--- config.mk ---
export PLATFORM = sky130hd
export DESIGN_NAME = rt_core_select_by_capacity
export DESIGN_NICKNAME = d
export VERILOG_FILES = /design/src/sv/rtcs_pkg.sv /design/src/sv/rtcs_fit.sv /design/src/sv/rtcs_track.sv /design/src/sv/rt_core_select_by_capacity.sv
export SDC_FILE = /design/constraint.sdc
export NUM_CORES = 1
export LEC_CHECK = 0
export ABC_AREA = 1
export BUFFER_PORTS_ARGS = -buffer_cell sky130_fd_sc_hd__buf_2
export CAP_MARGIN = 20
export CORE_ASPECT_RATIO = 0.75
export CORE_MARGIN = 8
export CORE_UTILIZATION = 25
export DETAILED_ROUTE_END_ITERATION = 10
export PLACE_DENSITY = 0.4
export SYNTH_ARGS = -nofsm -noshare
export SYNTH_HDL_FRONTEND = slang
export SYNTH_SLANG_ARGS = --single-unit
export TNS_END_PERCENT = 10
--- constraint.sdc ---
create_clock -name i_clk -period 14.68 [get_ports i_clk]
set_input_delay 3.67 -clock i_clk [delete_from_list [all_inputs] [get_ports i_clk]]
set_output_delay 3.67 -clock i_clk [all_outputs]
set_load 0.02 [all_outputs]
--- src/sv/rtcs_pkg.sv ---
// Package for the real-time core selection block: item structs, the
// per-record qualification struct and the sizing constants.
// No dependencies; used by every other file of the block.
`timescale 1ns / 1ps

package rtcs_pkg;

    // Number of cores the selection covers
    localparam int NUM_CORES = 8;

    // Capacity scale (1024) expressed as a shift
    localparam int CAP_SHIFT = 10;

    // Field widths
    localparam int CORE_W   = 3;
    localparam int LOAD_W   = 11;
    localparam int MARGIN_W = 12;
    localparam int LAT_W    = 16;
    localparam int UTIL_W   = LOAD_W + 1;
    localparam int PROD_W   = UTIL_W + MARGIN_W;

    // One core record
    typedef struct packed {
        logic [CORE_W-1:0]   core_index;
        logic                in_candidates;
        logic                eligible;
        logic                core_idle;
        logic                small_core;
        logic [LOAD_W-1:0]   core_load;
        logic [LOAD_W-1:0]   core_capacity;
        logic [MARGIN_W-1:0] margin_up;
        logic [LAT_W-1:0]    wake_latency;
        logic [LOAD_W-1:0]   task_load;
        logic [CORE_W-1:0]   previous_core;
        logic                last_record;
    } t_in_item;

    // One selection result
    typedef struct packed {
        logic              found;
        logic [CORE_W-1:0] target_core;
    } t_out_item;

    // Qualification of one record, computed ahead of the tracking stage
    typedef struct packed {
        logic              in_range;
        logic              qual;
        logic              prev_hit;
        logic [UTIL_W-1:0] util;
    } t_fit;

endpackage

--- src/sv/rtcs_fit.sv ---
// Capacity fit check for one core record: combined load, margin multiply
// and candidate tests. Depends on rtcs_pkg.
`timescale 1ns / 1ps

module rtcs_fit (
    input  rtcs_pkg::t_in_item i_item,
    output rtcs_pkg::t_fit     o_fit
);

    logic [rtcs_pkg::UTIL_W-1:0] util;
    logic [rtcs_pkg::PROD_W-1:0] prod;
    logic [rtcs_pkg::PROD_W-1:0] cap_scaled;
    logic                        fits;

    // Combined load times margin against scaled capacity
    always_comb begin
        util       = rtcs_pkg::UTIL_W'(i_item.core_load)
                   + rtcs_pkg::UTIL_W'(i_item.task_load);
        prod       = rtcs_pkg::PROD_W'(util) * rtcs_pkg::PROD_W'(i_item.margin_up);
        cap_scaled = rtcs_pkg::PROD_W'(i_item.core_capacity) << rtcs_pkg::CAP_SHIFT;
        fits       = (prod <= cap_scaled);
    end

    // Qualification flags for the tracking stage
    always_comb begin
        o_fit.in_range = (32'(i_item.core_index) < rtcs_pkg::NUM_CORES);
        o_fit.qual     = i_item.in_candidates && i_item.eligible && fits;
        o_fit.prev_hit = (i_item.core_index == i_item.previous_core)
                       && i_item.in_candidates && i_item.core_idle && i_item.small_core;
        o_fit.util     = util;
    end

endmodule

--- src/sv/rtcs_track.sv ---
// Running-best tracking for idle and busy cores, and the final target
// decision on the last record. Depends on rtcs_pkg.
`timescale 1ns / 1ps

module rtcs_track (
    input  logic                i_clk,
    input  logic                i_rst_n,
    input  logic                i_go,
    input  rtcs_pkg::t_in_item  i_item,
    input  rtcs_pkg::t_fit      i_fit,
    input  logic                i_enable,
    output rtcs_pkg::t_out_item o_result
);

    logic                          r_idle_valid, n_idle_valid;
    logic [rtcs_pkg::CORE_W-1:0]   r_idle_core, n_idle_core;
    logic [rtcs_pkg::LOAD_W-1:0]   r_idle_cap, n_idle_cap;
    logic [rtcs_pkg::LAT_W-1:0]    r_idle_lat, n_idle_lat;
    logic                          r_idle_small, n_idle_small;
    logic                          r_busy_valid, n_busy_valid;
    logic [rtcs_pkg::CORE_W-1:0]   r_busy_core, n_busy_core;
    logic [rtcs_pkg::LOAD_W-1:0]   r_busy_cap, n_busy_cap;
    logic [rtcs_pkg::UTIL_W-1:0]   r_busy_load, n_busy_load;
    logic                          r_busy_small, n_busy_small;
    logic                          r_prev_hit, n_prev_hit;
    logic                          take;
    logic                          upd_idle;
    logic                          upd_busy;

    // Compare the record against the current bests
    always_comb begin
        take     = i_fit.in_range && i_fit.qual;
        upd_idle = take && i_item.core_idle
                 && (!r_idle_valid || (i_item.core_capacity < r_idle_cap)
                     || ((i_item.core_capacity == r_idle_cap)
                         && (i_item.wake_latency < r_idle_lat)));
        upd_busy = take && !i_item.core_idle
                 && (!r_busy_valid || (i_item.core_capacity < r_busy_cap)
                     || ((i_item.core_capacity == r_busy_cap)
                         && (i_fit.util < r_busy_load)));
    end

    // Next bests including this record
    always_comb begin
        n_prev_hit   = r_prev_hit || (i_fit.in_range && i_fit.prev_hit);
        n_idle_valid = r_idle_valid || upd_idle;
        n_idle_core  = upd_idle ? i_item.core_index    : r_idle_core;
        n_idle_cap   = upd_idle ? i_item.core_capacity : r_idle_cap;
        n_idle_lat   = upd_idle ? i_item.wake_latency  : r_idle_lat;
        n_idle_small = upd_idle ? i_item.small_core    : r_idle_small;
        n_busy_valid = r_busy_valid || upd_busy;
        n_busy_core  = upd_busy ? i_item.core_index    : r_busy_core;
        n_busy_cap   = upd_busy ? i_item.core_capacity : r_busy_cap;
        n_busy_load  = upd_busy ? i_fit.util           : r_busy_load;
        n_busy_small = upd_busy ? i_item.small_core    : r_busy_small;
    end

    // Pick the target by preference order
    always_comb begin
        o_result.found       = 1'b1;
        o_result.target_core = '0;
        priority if (n_prev_hit) begin
            o_result.target_core = i_item.previous_core;
        end else if (n_idle_valid && n_idle_small) begin
            o_result.target_core = n_idle_core;
        end else if (n_busy_valid && n_busy_small) begin
            o_result.target_core = n_busy_core;
        end else if (n_idle_valid) begin
            o_result.target_core = n_idle_core;
        end else if (n_busy_valid) begin
            o_result.target_core = n_busy_core;
        end else begin
            o_result.found = 1'b0;
        end
        if (!i_enable || !o_result.found) begin
            o_result.found       = 1'b0;
            o_result.target_core = '0;
        end
    end

    // Flags: advance per record, drop at the end of a run
    always_ff @(posedge i_clk) begin
        if (!i_rst_n) begin
            r_idle_valid <= 1'b0;
            r_busy_valid <= 1'b0;
            r_prev_hit   <= 1'b0;
        end else if (i_go) begin
            r_idle_valid <= n_idle_valid && !i_item.last_record;
            r_busy_valid <= n_busy_valid && !i_item.last_record;
            r_prev_hit   <= n_prev_hit && !i_item.last_record;
        end
    end

    // Best-core payload, read only while its flag is set
    always_ff @(posedge i_clk) begin
        if (i_go) begin
            r_idle_core  <= n_idle_core;
            r_idle_cap   <= n_idle_cap;
            r_idle_lat   <= n_idle_lat;
            r_idle_small <= n_idle_small;
            r_busy_core  <= n_busy_core;
            r_busy_cap   <= n_busy_cap;
            r_busy_load  <= n_busy_load;
            r_busy_small <= n_busy_small;
        end
    end

endmodule

--- src/sv/rt_core_select_by_capacity.sv ---
// Top level of the real-time wake target selector: handshakes, pipeline
// registers and the enable register. Depends on rtcs_pkg, rtcs_fit, rtcs_track.
`timescale 1ns / 1ps

// Core records stream in one item per cycle unless o_in_stall holds them, in
// ascending core order; the record flagged last_record closes the run and
// yields one result item (found, target_core). Throughput is one record per
// clock while no closing record waits on a stalled output. A result passes
// from the input register, where the fit stage works through the 12 x 12 bit
// load-margin multiply, to the fit register, where the tracking stage updates
// the running bests and picks the target into the output register.
// Records that do not close a run keep flowing while a result waits on a
// stalled output. The enable register is written through the configuration
// channel, which is always ready; write it only while no run is in flight.
module rt_core_select_by_capacity (
    input  logic                i_clk,
    input  logic                i_rst_n,
    input  logic                i_in_valid,
    output logic                o_in_stall,
    input  rtcs_pkg::t_in_item  i_in_item,
    output logic                o_out_valid,
    input  logic                i_out_stall,
    output rtcs_pkg::t_out_item o_out_item,
    input  logic                i_cfg_valid,
    output logic                o_cfg_ready,
    input  logic                i_cfg_data
);

    logic                r_enable;
    logic                r_s1_vld;
    rtcs_pkg::t_in_item  r_s1;
    logic                r_s2_vld;
    rtcs_pkg::t_in_item  r_s2;
    rtcs_pkg::t_fit      r_s2_fit;
    logic                r_out_vld;
    rtcs_pkg::t_out_item r_out;
    rtcs_pkg::t_fit      s1_fit;
    rtcs_pkg::t_out_item result;
    logic                out_free;
    logic                s2_go;
    logic                s2_free;
    logic                s1_free;

    // Stage advance: only a closing record needs the output slot
    always_comb begin
        out_free = !r_out_vld || !i_out_stall;
        s2_go    = r_s2_vld && (out_free || !r_s2.last_record);
        s2_free  = !r_s2_vld || s2_go;
        s1_free  = !r_s1_vld || s2_free;
    end

    assign o_in_stall  = !s1_free;
    assign o_out_valid = r_out_vld;
    assign o_out_item  = r_out;
    assign o_cfg_ready = 1'b1;

    // Enable register
    always_ff @(posedge i_clk) begin
        if (!i_rst_n) begin
            r_enable <= 1'b1;
        end else if (i_cfg_valid && o_cfg_ready) begin
            r_enable <= i_cfg_data;
        end
    end

    // Input register
    always_ff @(posedge i_clk) begin
        if (!i_rst_n) begin
            r_s1_vld <= 1'b0;
        end else if (s1_free) begin
            r_s1_vld <= i_in_valid;
        end
    end

    always_ff @(posedge i_clk) begin
        if (s1_free && i_in_valid) begin
            r_s1 <= i_in_item;
        end
    end

    rtcs_fit u_fit (
        .i_item (r_s1),
        .o_fit  (s1_fit)
    );

    // Fit stage register
    always_ff @(posedge i_clk) begin
        if (!i_rst_n) begin
            r_s2_vld <= 1'b0;
        end else if (s2_free) begin
            r_s2_vld <= r_s1_vld;
        end
    end

    always_ff @(posedge i_clk) begin
        if (s2_free && r_s1_vld) begin
            r_s2     <= r_s1;
            r_s2_fit <= s1_fit;
        end
    end

    rtcs_track u_track (
        .i_clk    (i_clk),
        .i_rst_n  (i_rst_n),
        .i_go     (s2_go),
        .i_item   (r_s2),
        .i_fit    (r_s2_fit),
        .i_enable (r_enable),
        .o_result (result)
    );

    // Output register: load on a closing record, hold while stalled
    always_ff @(posedge i_clk) begin
        if (!i_rst_n) begin
            r_out_vld <= 1'b0;
        end else if (out_free) begin
            r_out_vld <= s2_go && r_s2.last_record;
        end
    end

    always_ff @(posedge i_clk) begin
        if (out_free && s2_go && r_s2.last_record) begin
            r_out <= result;
        end
    end

endmodule

After elaboration in Yosys (flattened, before gate mapping)

Index checks and enable logic that the tools add are counted.
W data, S select, Z words.

Logic and storage cells: 110
Output and inout port bits: 7
ROM bits: 0
Flip-flop bits (word level): 191
Latch bits: 0
Memories kept: 0
Bits in writable memories: 0
Bits of input ports: 78

Muxes and demuxes: 14
$lt $le $gt $ge: 5
Add/subtract/negate cells: 1
Reduce and logical (&&, ||, !) cells: 47
$mul: 1
Bitwise gates (word level): 0
Shift-type cells: 0
Eq/ne operators: 3
Div/mod/pow operators: 0

Operators with widths:

| kind                | count |
|---|---|
| $le A24 B21 Y1      | 1 |
| $mul A12 B12 Y24    | 1 |
| $eq A11 B11 Y1      | 2 |
| $logic_and A1 B1 Y1 | 22 |
| $lt A11 B11 Y1      | 2 |
| $mux W3             | 7 |
| $lt A16 B16 Y1      | 1 |
| $add A11 B11 Y12    | 1 |
| $logic_or A1 B1 Y1  | 12 |
| $lt A12 B12 Y1      | 1 |
| $logic_not A1 Y1    | 11 |
| $mux W1             | 7 |
| $reduce_and A2 Y1   | 2 |
| $eq A3 B3 Y1        | 1 |

Longest topological paths before layout

Gate-level depths: netlist of the first run.

Depth in word-level cells: 12
Depth in mapped cells: 40
Gate-level depth less buffers: 40

By module

A second synthesis of the first run with hierarchy kept.

Cells, all modules: 1380
Area total of the unflattened synthesis: 14502.7 um^2

Modules (own cells, without submodules):

| module                     | cells each | area each (um^2) | sequential area each (um^2) | times used |
|---|---|---|---|---|
| rtcs_fit                   | 813        | 5823.1           | 0.0                         | 1 |
| rt_core_select_by_capacity | 193        | 5104.9           | 4974.8                      | 1 |
| rtcs_track                 | 374        | 3574.7           | 1801.7                      | 1 |

Worst setup path before layout of the first run

Ideal clock, no wire load.

Path kind: input-to-output
Start point: in i_out_stall
End point: out o_in_stall
Buffers on the path: 0
Data arrival time: 4235 ps
Stages on the path: 4
Data required time: 11010 ps
Path slack: 6775 ps
Path through: nand2_1 inv_1 nand3_1 nor2_1

Word-level cells in the longest chain between the ends: 7

RTL lines:

| what                | RTL line                         | source |
|---|---|---|
| from (decl)         | rt_core_select_by_capacity.sv:22 | `input logic i_out_stall,` |
| $logic_not A1 Y1    | rt_core_select_by_capacity.sv:46 | `out_free = !r_out_vld \|\| !i_out_stall;` |
| $logic_or A1 B1 Y1  | rt_core_select_by_capacity.sv:46 |  |
| $logic_or A1 B1 Y1  | rt_core_select_by_capacity.sv:47 | `s2_go = r_s2_vld && (out_free \|\| !r_s2.last_record);` |
| $logic_and A1 B1 Y1 | rt_core_select_by_capacity.sv:47 |  |
| $logic_or A1 B1 Y1  | rt_core_select_by_capacity.sv:48 | `s2_free = !r_s2_vld \|\| s2_go;` |
| $logic_or A1 B1 Y1  | rt_core_select_by_capacity.sv:49 | `s1_free = !r_s1_vld \|\| s2_free;` |
| $logic_not A1 Y1    | rt_core_select_by_capacity.sv:52 | `assign o_in_stall = !s1_free;` |
| to (decl)           | rt_core_select_by_capacity.sv:19 | `output logic o_in_stall,` |

No other way between the ends.

Worst setup path after layout of the first run

Ends and elaborated chain as after synthesis.

==> results_dict.tcl, run 1 <==
set metrics [dict create \
    cp-end-kind "primary output" \
    slowest_delay_ps 260 \
    hp-start "r_s1[28]" \
    dieWidth_um 280 \
    synth_warnings 0 \
    route.vias.total 8530 \
    drt_pass1_iterations 5 \
    clkSlewWorstSetupHoldPaths_ps 80 \
    ys_ff_latch 191 \
    arrival_ps 4530 \
    ff2ff_setup_slack_ps 6820 \
    ctsHoldBuffers 0 \
    port_buffers 83 \
    cts_tree "built" \
    crit_required_ps 11010 \
    drc 0 \
    coreArea_mm2 0.0515 \
    hold_path.class "register to register" \
    setup_violations 0 \
    grt_pass1_vias 9117 \
    report.final.hold_viol_count 0 \
    whs_endpoint "r_s2[28]" \
    crit_type "input port to primary output" \
    htreeDepth 4 \
    critPathTopFamily "buffers and inverters" \
    timing.fmax_mhz 122 \
    relSlewSlack_pct 46.3 \
    dr_wl_met2_mm 13.5 \
    vias_per_cell 4.11 \
    ys.flop_type "edfxtp_1" \
    startpoint_type "input port" \
    die_h_um 214 \
    dr_wl_met3_mm 1.01 \
    path_common_cell "buf_2" \
    clock-sinks 191 \
    synth_top_area_cell "edfxtp_1" \
    cts.repair.resized 0 \
    yosysSeqAreaShare_pct 43.5 \
    antenna_cells 0 \
    syn_nets 1577 \
    syn_inst 1266 \
    grtUsageTotal_pct 10.6 \
    first_iter_violations 438 \
    yosys.area.top_type_share_pct 42.4 \
    tightest_slew_ps 802 \
    final_common_cell "inv_1" \
    cts_made_buffers 17 \
    r2r_end "r_s2_fit[13]" \
    mostFrequentLayoutCells "inv_1, nand2_1, edfxtp_1" \
    path_cells "buf_2 -> nand2_1 -> inv_1 -> nand3_1 -> nor2_1 -> buf_2" \
    slew_viol_final 0 \
    r2r-start "r_s1[4]" \
    dieArea_mm2 0.0597 \
    wl_per_cell_um 14.6 \
    clk_latency_ps 460 \
    grt_pass1_wl_mm 49.3 \
    crit_path_max_fanout 4 \
    timing.final.crit_period_ps 8200 \
    grt_max_degree 50 \
    ios 85 \
    drive_above_1_share_pct 11.2 \
    syn_area_mm2 0.0130 \
    synth.area.top_cells "edfxtp_1, fa_1, ha_1" \
    grt.overflow.total 0 \
    synth.avg_cell_area_um2 10.3 \
    cap_violations 0 \
    start_util_pct 25.3 \
    antenna_found_initial 1 \
    period_share_pct 55.8 \
    hpwlAfterDp_mm 23.8 \
    finalWirelength_mm 30.3 \
    rr_worst_depth 30 \
    wl_met1_mm 15.5 \
    cp_num_buf_inv 3 \
    clock-skew-final_ps 19.0 \
    status "finished, final reports clean" \
    synth_edf_count 184 \
    gp_congestion 0.839 \
    syn_to_final_growth_pct 14.5 \
    crit_slowest_cell "nor2_1" \
    fin_setup_tns_ps 0 \
    final_nets 1670 \
    post_cts_buffers 0 \
    cts_buffer_depth 2 \
    synth.distinct_cells 52 \
    top_layer "met4" \
    rsz0062_at_grt "false" \
    ys_async_sr_fraction_pct 0 \
    antenna_left 0 \
    min_path_cells 0 \
    cts-root-buf "clkbuf_16" \
    rows 72 \
]
## worst max-delay path by stage
stage | startpoint | end | slack [ps] | cells past startpoint
floorplan | i_out_stall | o_in_stall | 6770 | 4
global placement | i_out_stall | o_in_stall | 6500 | 6
detailed placement | i_out_stall | o_in_stall | 6480 | 6
CTS | i_out_stall | o_in_stall | 6480 | 6
global route | r_s1[4] | r_s2_fit[13] | 6090 | 32
finish | i_out_stall | o_in_stall | 6480 | 6
## final cells by class
class	instances	area, um^2
Inverter	282	1060
Tap cell	703	880
Multi-Input combinational cell	779	6260
Clock buffer	19	443
Sequential cell	191	5670
Timing Repair Buffer	88	453
Clock inverter	13	143
Fill cell	5469	36600
## stage by stage
step           hold WS [ps]  worst slack (ps)  cell area, um^2  utilization, %  cells
6_report                427              6480            14900            28.9   2075
5_1_grt                 432              6090            14900            28.9   2075
4_1_cts                 426              6480            14900            28.9   2075
3_5_place_dp            405              6480            14300            27.8   2043
3_3_place_gp            402              6500            14300            27.8   2043
2_1_floorplan           400              6770            13000               -   1266
## synth_stat cells (all sizes together), types with 3 or more instances
| cell | number |
|---|---|
| nor3 | 8 |
| o21ai | 24 |
| edfxtp | 184 |
| fa | 101 |
| a31oi | 4 |
| nor2 | 84 |
| nand3 | 37 |
| nand2 | 260 |
| a21o | 3 |
| a21oi | 56 |
| xnor2 | 9 |
| inv | 280 |
| o21a | 4 |
| nand4 | 10 |
| a211oi | 3 |
| dfxtp | 7 |
| or2 | 8 |
| ha | 132 |
| xor2 | 12 |
| and2 | 3 |
| o21bai | 4 |
| buf | 4 |
| clkbuf | 10 |
## sequential cells by signal, indices dropped and copies added (netlist names)
name                  count
r_s1                     72
r_s2                     36
u_track.r_idle_lat       16
r_s2_fit                 14
u_track.r_busy_load      12
u_track.r_busy_cap       11
u_track.r_idle_cap       11
o_out_item                4
u_track.r_busy_core       3
u_track.r_idle_core       3
o_out_valid               1
r_enable                  1
r_s1_vld                  1
r_s2_vld                  1
u_track.r_busy_small      1
u_track.r_busy_valid      1
u_track.r_idle_small      1
u_track.r_idle_valid      1
u_track.r_prev_hit        1
## logic make-up (layout without fill, tap and decap cells)
logic type	count (synthesis)	count (layout)	share of synthesized area (%)
AO/OA/AOI/OAI	105	105	4.64
XOR/XNOR	21	21	1.41
adder cells (fa/ha/maj)	233	233	28.2
buffers and inverters	296	402	8.63
flip-flops	191	191	43.5
other	1	1	0.0288
AND/OR/NAND/NOR	419	419	13.6
## routing by layer
layer  vias up  GRT usage, %
li1       4221             -
met1      4178          14.8
met2       117          16.9
met3        14          2.38
met4         0          2.25
met5         -             0
Power of run 1 is left out: the tool's default activity adds up to more than one toggle a clock period on the data nets, which glitch-free logic cannot reach.
==> run 2, diff against run 1 <==
- PLACE_DENSITY: 0.4 -> 0.41
- clock period: 14.68 -> 7.2 ns (I/O delays scaled with it)
==> run 2 against run 1 <==
Effect of this change: sequential share of layout area down 2.6 points; wire length increased by 3.4%; highest routed layer unchanged; largest cell class unchanged; critical path depth increased by 30; non-clock buffer count grew 80; global-route usage up 0.21 points; design area grew 7.4%; sequential cell count unchanged; worst setup slack worse by 6300 ps.
==> results_dict.tcl, run 2 (synthesis gave the netlist of run 1 again) <==
set metrics [dict create \
    finalWirelength_mm 31.3 \
    dpl.cell_count 2099 \
    gp_congestion 0.812 \
    rsz0062_at_grt "true" \
    antenna_found_initial 0 \
    crit_type "register to register" \
    rr_worst_depth 36 \
    cts_buffer_depth 2 \
    antenna_left 0 \
    crit_required_ps 7490 \
    reg_top3 "r_s1: 72 flops, r_s2: 36 flops, u_track.r_idle_lat: 16 flops" \
    cp-end-kind "register" \
    grt_max_degree 56 \
    min_path_cells 0 \
    clock-sinks 191 \
    timing.fmax_mhz 143 \
    period_share_pct 97.5 \
    clkSlewWorstSetupHoldPaths_ps 80 \
    vias_per_cell 4.08 \
    cap_violations 0 \
    r2r_end "r_s2_fit[13]" \
    ctsHoldBuffers 0 \
    grt_pass1_wl_mm 50.4 \
    report.final.hold_viol_count 0 \
    final_common_cell "inv_1" \
    htreeDepth 4 \
    ios 85 \
    startpoint_type "register" \
    r2r-start "r_s1[4]" \
    drt_pass1_iterations 5 \
    met3_usage_pct 2.59 \
    relSlewSlack_pct 44.0 \
    met2_usage_pct 16.9 \
    dieWidth_um 280 \
    cts_made_buffers 17 \
    cts_tree "built" \
    fin_ws_ps 183 \
    grt.overflow.total 0 \
    largest-register "r_s1" \
    rows 72 \
    grt_pass1_vias 9391 \
    largest_reg_flops 72 \
    die_h_um 214 \
    fin_cells 2155 \
    fillerInstances 5414 \
    whs_endpoint "r_s2[18]" \
    setup_violations 0 \
    startpoint "r_s1[4]" \
    tightest_slew_ps 840 \
    crit_slowest_cell "fa_1" \
    ff2ff_setup_slack_ps 180 \
    place_worst_setup_slack_ps -144 \
    hp-start "r_s1[18]" \
    timing.final.crit_period_ps 7020 \
    dieArea_mm2 0.0597 \
    grtUsageTotal_pct 10.8 \
    grt.busiest_layer "met2" \
    grtUsageMet1_pct 15.3 \
    arrival_ps 7310 \
    first_iter_violations 413 \
    hold_path.class "register to register" \
    drc 0 \
    crit_path_max_fanout 5 \
    final_nets 1750 \
    wl_per_cell_um 14.5 \
    slowest_delay_ps 530 \
    cts-root-buf "clkbuf_16" \
    antenna_cells 0 \
    coreArea_mm2 0.0515 \
    mostFrequentLayoutCells "inv_1, nand2_1, edfxtp_1" \
    route.vias.total 8785 \
    drive_above_1_share_pct 21.3 \
    port_buffers 83 \
    hpwlAfterDp_mm 24.6 \
    syn_to_final_growth_pct 22.9 \
    status "finished, final reports clean" \
    start_util_pct 25.3 \
    clock-skew-final_ps 14.9 \
    slew_viol_final 0 \
    clk_latency_ps 460 \
]
run 2: changes by cell type in the layout (fill, tap and decap cells not counted), moves of 7 or more:
cell / before / now
a21oi_2: 3 / 12
a21oi_1: 53 / 39
nand2_1: 252 / 235
buf_4: 5 / 83
ha_1: 132 / 116
ha_4: 0 / 13
inv_1: 274 / 267
nand2_2: 5 / 19
run 2: metal layers:
| layer | vias up | wire length [um] |
|---|---|---|
| li1 | 4384 | - |
| met1 | 4282 | 16400 |
| met2 | 101 | 13800 |
| met3 | 18 | 905 |
| met4 | 0 | 259 |
| met5 | - | 0 |
run 2: per-stage QoR:
step	instance area (um^2)	hold WS (ps)	util, %	setup TNS [ps]
6_report	16000	423	31.1	0
5_1_grt	16000	433	31.1	-272
4_1_cts	15500	427	30.2	0
3_5_place_dp	14700	406	28.6	-144
3_3_place_gp	14700	401	28.6	0
2_1_floorplan	13000	400	-	0
run 2: repair_timing:
| item | CTS | global route |
|---|---|---|
| gates resized for setup | 18 | 75 |
| pin swaps | 22 | 69 |
| setup buffers | 5 | 19 |
| setup endpoints to repair | 1 | 1 |
run 2: worst max-delay path: cells and delay by family (launching register included):
family	cells	cell delay, ps
AO/OA/AOI/OAI	9	1210
XOR/XNOR	1	190
adder cells (fa/ha/maj)	9	3620
buffers and inverters	5	360
flip-flops	1	380
AND/OR/NAND/NOR	12	1070
run 2: area by class of cell:
cell class              instances  area, um^2  area share [%]
clock inverters                15         221            1.38
clock buffers                  17         425            2.66
repair buffers                168        1060            6.63
inverters                     282        1060            6.64
well taps                     703         880            5.49
flip-flops and latches        191        5670            35.4
multi-input cells             779        6700            41.8
run 2: worst max path at each step:
stage	end	slack, ps	cells after the start
after detailed placement	r_s2_fit[13]	-140	36
after global placement	r_s2_fit[13]	40	36
after global routing	r_s2_fit[13]	-270	36
final	r_s2_fit[13]	180	36
after CTS	r_s2_fit[13]	5	36
after floorplan	r_s2_fit[13]	320	32
Power of run 2 is left out for the same reason.
==> run 3, diff against run 2 <==
- ABC_AREA: 1 -> default
==> run 3 against run 2 <==
Effect of this change: the flow now finishes with violations (setup timing); worst setup slack got worse by 560 ps; critical endpoint unchanged; final cell count fell by 11%; die area fell by 1.6%; synthesized cell count fell by 15%; hold slack got worse by 2.5 ps; sequential share of layout area rose by 1.5 points; non-clock buffer count rose by 4; design area fell by 4.0%; via count fell by 7.8%; first-iteration DRC count fell by 20%; synthesized area fell by 1.7%.
==> results_dict.tcl, run 3 <==
set metrics [dict create \
    final_nets 1554 \
    top_layer "met4" \
    hold_ws_ps 421 \
    violations "setup timing" \
    synth.distinct_cells 64 \
    clkSlewWorstSetupHoldPaths_ps 90 \
    slowest_delay_ps 570 \
    cts_buffer_depth 2 \
    ys_async_sr_fraction_pct 0 \
    wl_met1_mm 15.7 \
    syn_to_final_growth_pct 20.1 \
    synth_common_cells "edfxtp_1, inv_1, ha_1" \
    vias_per_cell 4.21 \
    arrival_ps 7850 \
    min_path_cells 0 \
    critPathTopFamily "adder cells" \
    synth_top_area_cell "edfxtp_1" \
    setup_violations 1 \
    grt_pass1_wl_mm 48.5 \
    fillerInstances 5234 \
    finalWirelength_mm 29.9 \
    fin_ws_ps -380 \
    rsz0062_at_grt "true" \
    startpoint "r_s1[4]" \
    grt_max_degree 73 \
    synth.area.top_cells "edfxtp_1, fa_1, ha_1" \
    dr_wl_met2_mm 12.8 \
    largest-register "r_s1" \
    route.vias.total 8099 \
    reg_top3 "r_s1: 72 flops, r_s2: 36 flops, u_track.r_idle_lat: 16 flops" \
    grt_pass1_vias 8923 \
    antenna_left 0 \
    final_common_cell "edfxtp_1" \
    dieWidth_um 277 \
    clock-skew-final_ps 18.3 \
    cap_violations 0 \
    antenna_cells 0 \
    rows 72 \
    hpwlAfterDp_mm 23.2 \
    cts-root-buf "clkbuf_16" \
    crit_required_ps 7470 \
    status "finished, violations left" \
    timing.final.crit_period_ps 7580 \
    ios 85 \
    clk_latency_ps 460 \
    crit_slowest_cell "fa_1" \
    tightest_slew_ps 1030 \
    grtUsageTotal_pct 10.6 \
    startpoint_type "register" \
    ctsHoldBuffers 0 \
    syn_nets 1393 \
    ys.flop_type "edfxtp_1" \
    dr_wl_met3_um 958 \
    htreeDepth 4 \
    clock-sinks 191 \
    slew_viol_final 0 \
    timing.fmax_mhz 132 \
    hp-start "r_s1[28]" \
    path_common_cell "fa_1" \
    period_share_pct 105 \
    cts_tree "built" \
    relSlewSlack_pct 31.6 \
    syn_area_mm2 0.0128 \
    mostFrequentLayoutCells "edfxtp_1, inv_1, ha_1" \
    ff2ff_setup_slack_ps -380 \
    drc 0 \
    crit_type "register to register" \
    cp_num_buf_inv 4 \
    final_core_util_pct 30.1 \
    synth.avg_cell_area_um2 11.8 \
    first_iter_violations 331 \
    die_h_um 212 \
    synth_warnings 0 \
    yosysSeqAreaShare_pct 44.2 \
    start_util_pct 25.1 \
    cp-end-kind "register" \
    coreArea_mm2 0.0511 \
    report.final.hold_viol_count 0 \
    drive_above_1_share_pct 19.7 \
    dieArea_mm2 0.0588 \
    drt_pass1_iterations 4 \
    largest_reg_flops 72 \
    r2r-start "r_s1[4]" \
    syn_inst 1082 \
    rr_worst_depth 34 \
    r2r_end "r_s2_fit[13]" \
    gp_congestion 0.801 \
    grt.overflow.total 0 \
    crit_path_max_fanout 3 \
    ys_ff_latch 191 \
    whs_endpoint "r_s2[28]" \
    wl_per_cell_um 15.5 \
    synth_edf_count 184 \
    port_buffers 83 \
    cts_made_buffers 17 \
    yosys.area.top_type_share_pct 43.1 \
    antenna_found_initial 0 \
    hold_path.class "register to register" \
]
==> run 3: per-layer routing <==
layer	GRT usage (%)	up-vias
met5	0	-
met4	2.42	0
met3	2.50	32
met2	16.5	115
met1	14.8	3972
li1	-	3980
==> run 3: how the worst max path moves through the flow <==
stage,endpoint,cells after the start
floorplan,r_s2_fit[13],34
global placement,r_s2_fit[13],31
detailed placement,r_s2_fit[13],31
CTS,r_s2_fit[13],34
global route,r_s2_fit[13],34
finish,r_s2_fit[13],34
==> run 3: area by class of cell <==
| type | count | area (um^2) | area share (%) |
|---|---|---|---|
| timing repair buffer | 172 | 1080 | 7.05 |
| multi-input combinational | 677 | 6510 | 42.3 |
| tap | 666 | 833 | 5.42 |
| inverter | 184 | 691 | 4.49 |
| sequential | 191 | 5670 | 36.8 |
| clock inverter | 15 | 168 | 1.09 |
| clock buffer | 17 | 425 | 2.77 |
==> run 3: cell families after synthesis <==
kind of cell             share of synthesized area, %
AO/OA/AOI/OAI                                    7.22
XOR/XNOR                                         1.91
adder cells (fa/ha/maj)                          28.7
buffers and inverters                            6.34
flip-flops                                       44.2
multiplexers                                    0.782
other                                          0.0293
AND/OR/NAND/NOR                                  10.8
==> run 3: what timing repair did <==
action / in CTS / in global routing
resized for setup: 9 / 4
setup buffers: 5 / 0
setup endpoints to repair: 1 / 1
pin swaps: 22 / 6
gates cloned: 0 / 0
hold endpoints to repair: 0 / 0
==> run 3: metrics by stage <==
| step | cell area [um^2] | setup TNS [ps] | setup slack, ps | instances |
|---|---|---|---|---|
| after global routing | 15400 | -923 | -923 | 1922 |
| after global placement | 14700 | -520 | -520 | 1886 |
| after CTS | 15400 | -406 | -406 | 1923 |
| after detailed placement | 14700 | -684 | -684 | 1886 |
| final | 15400 | -380 | -380 | 1922 |
| after floorplan | 12900 | -48.7 | -48.7 | 1082 |
==> run 3: worst register-to-register path: cells and delay by family (launching register included) <==
kind / cells / cell delay (ps)
AO/OA/AOI/OAI: 12 / 1670
buffers and inverters: 4 / 280
flip-flops: 1 / 390
adder cells (fa/ha/maj): 9 / 3570
AND/OR/NAND/NOR: 8 / 1380
XOR/XNOR: 1 / 90
Power of run 3 is left out for the same reason.
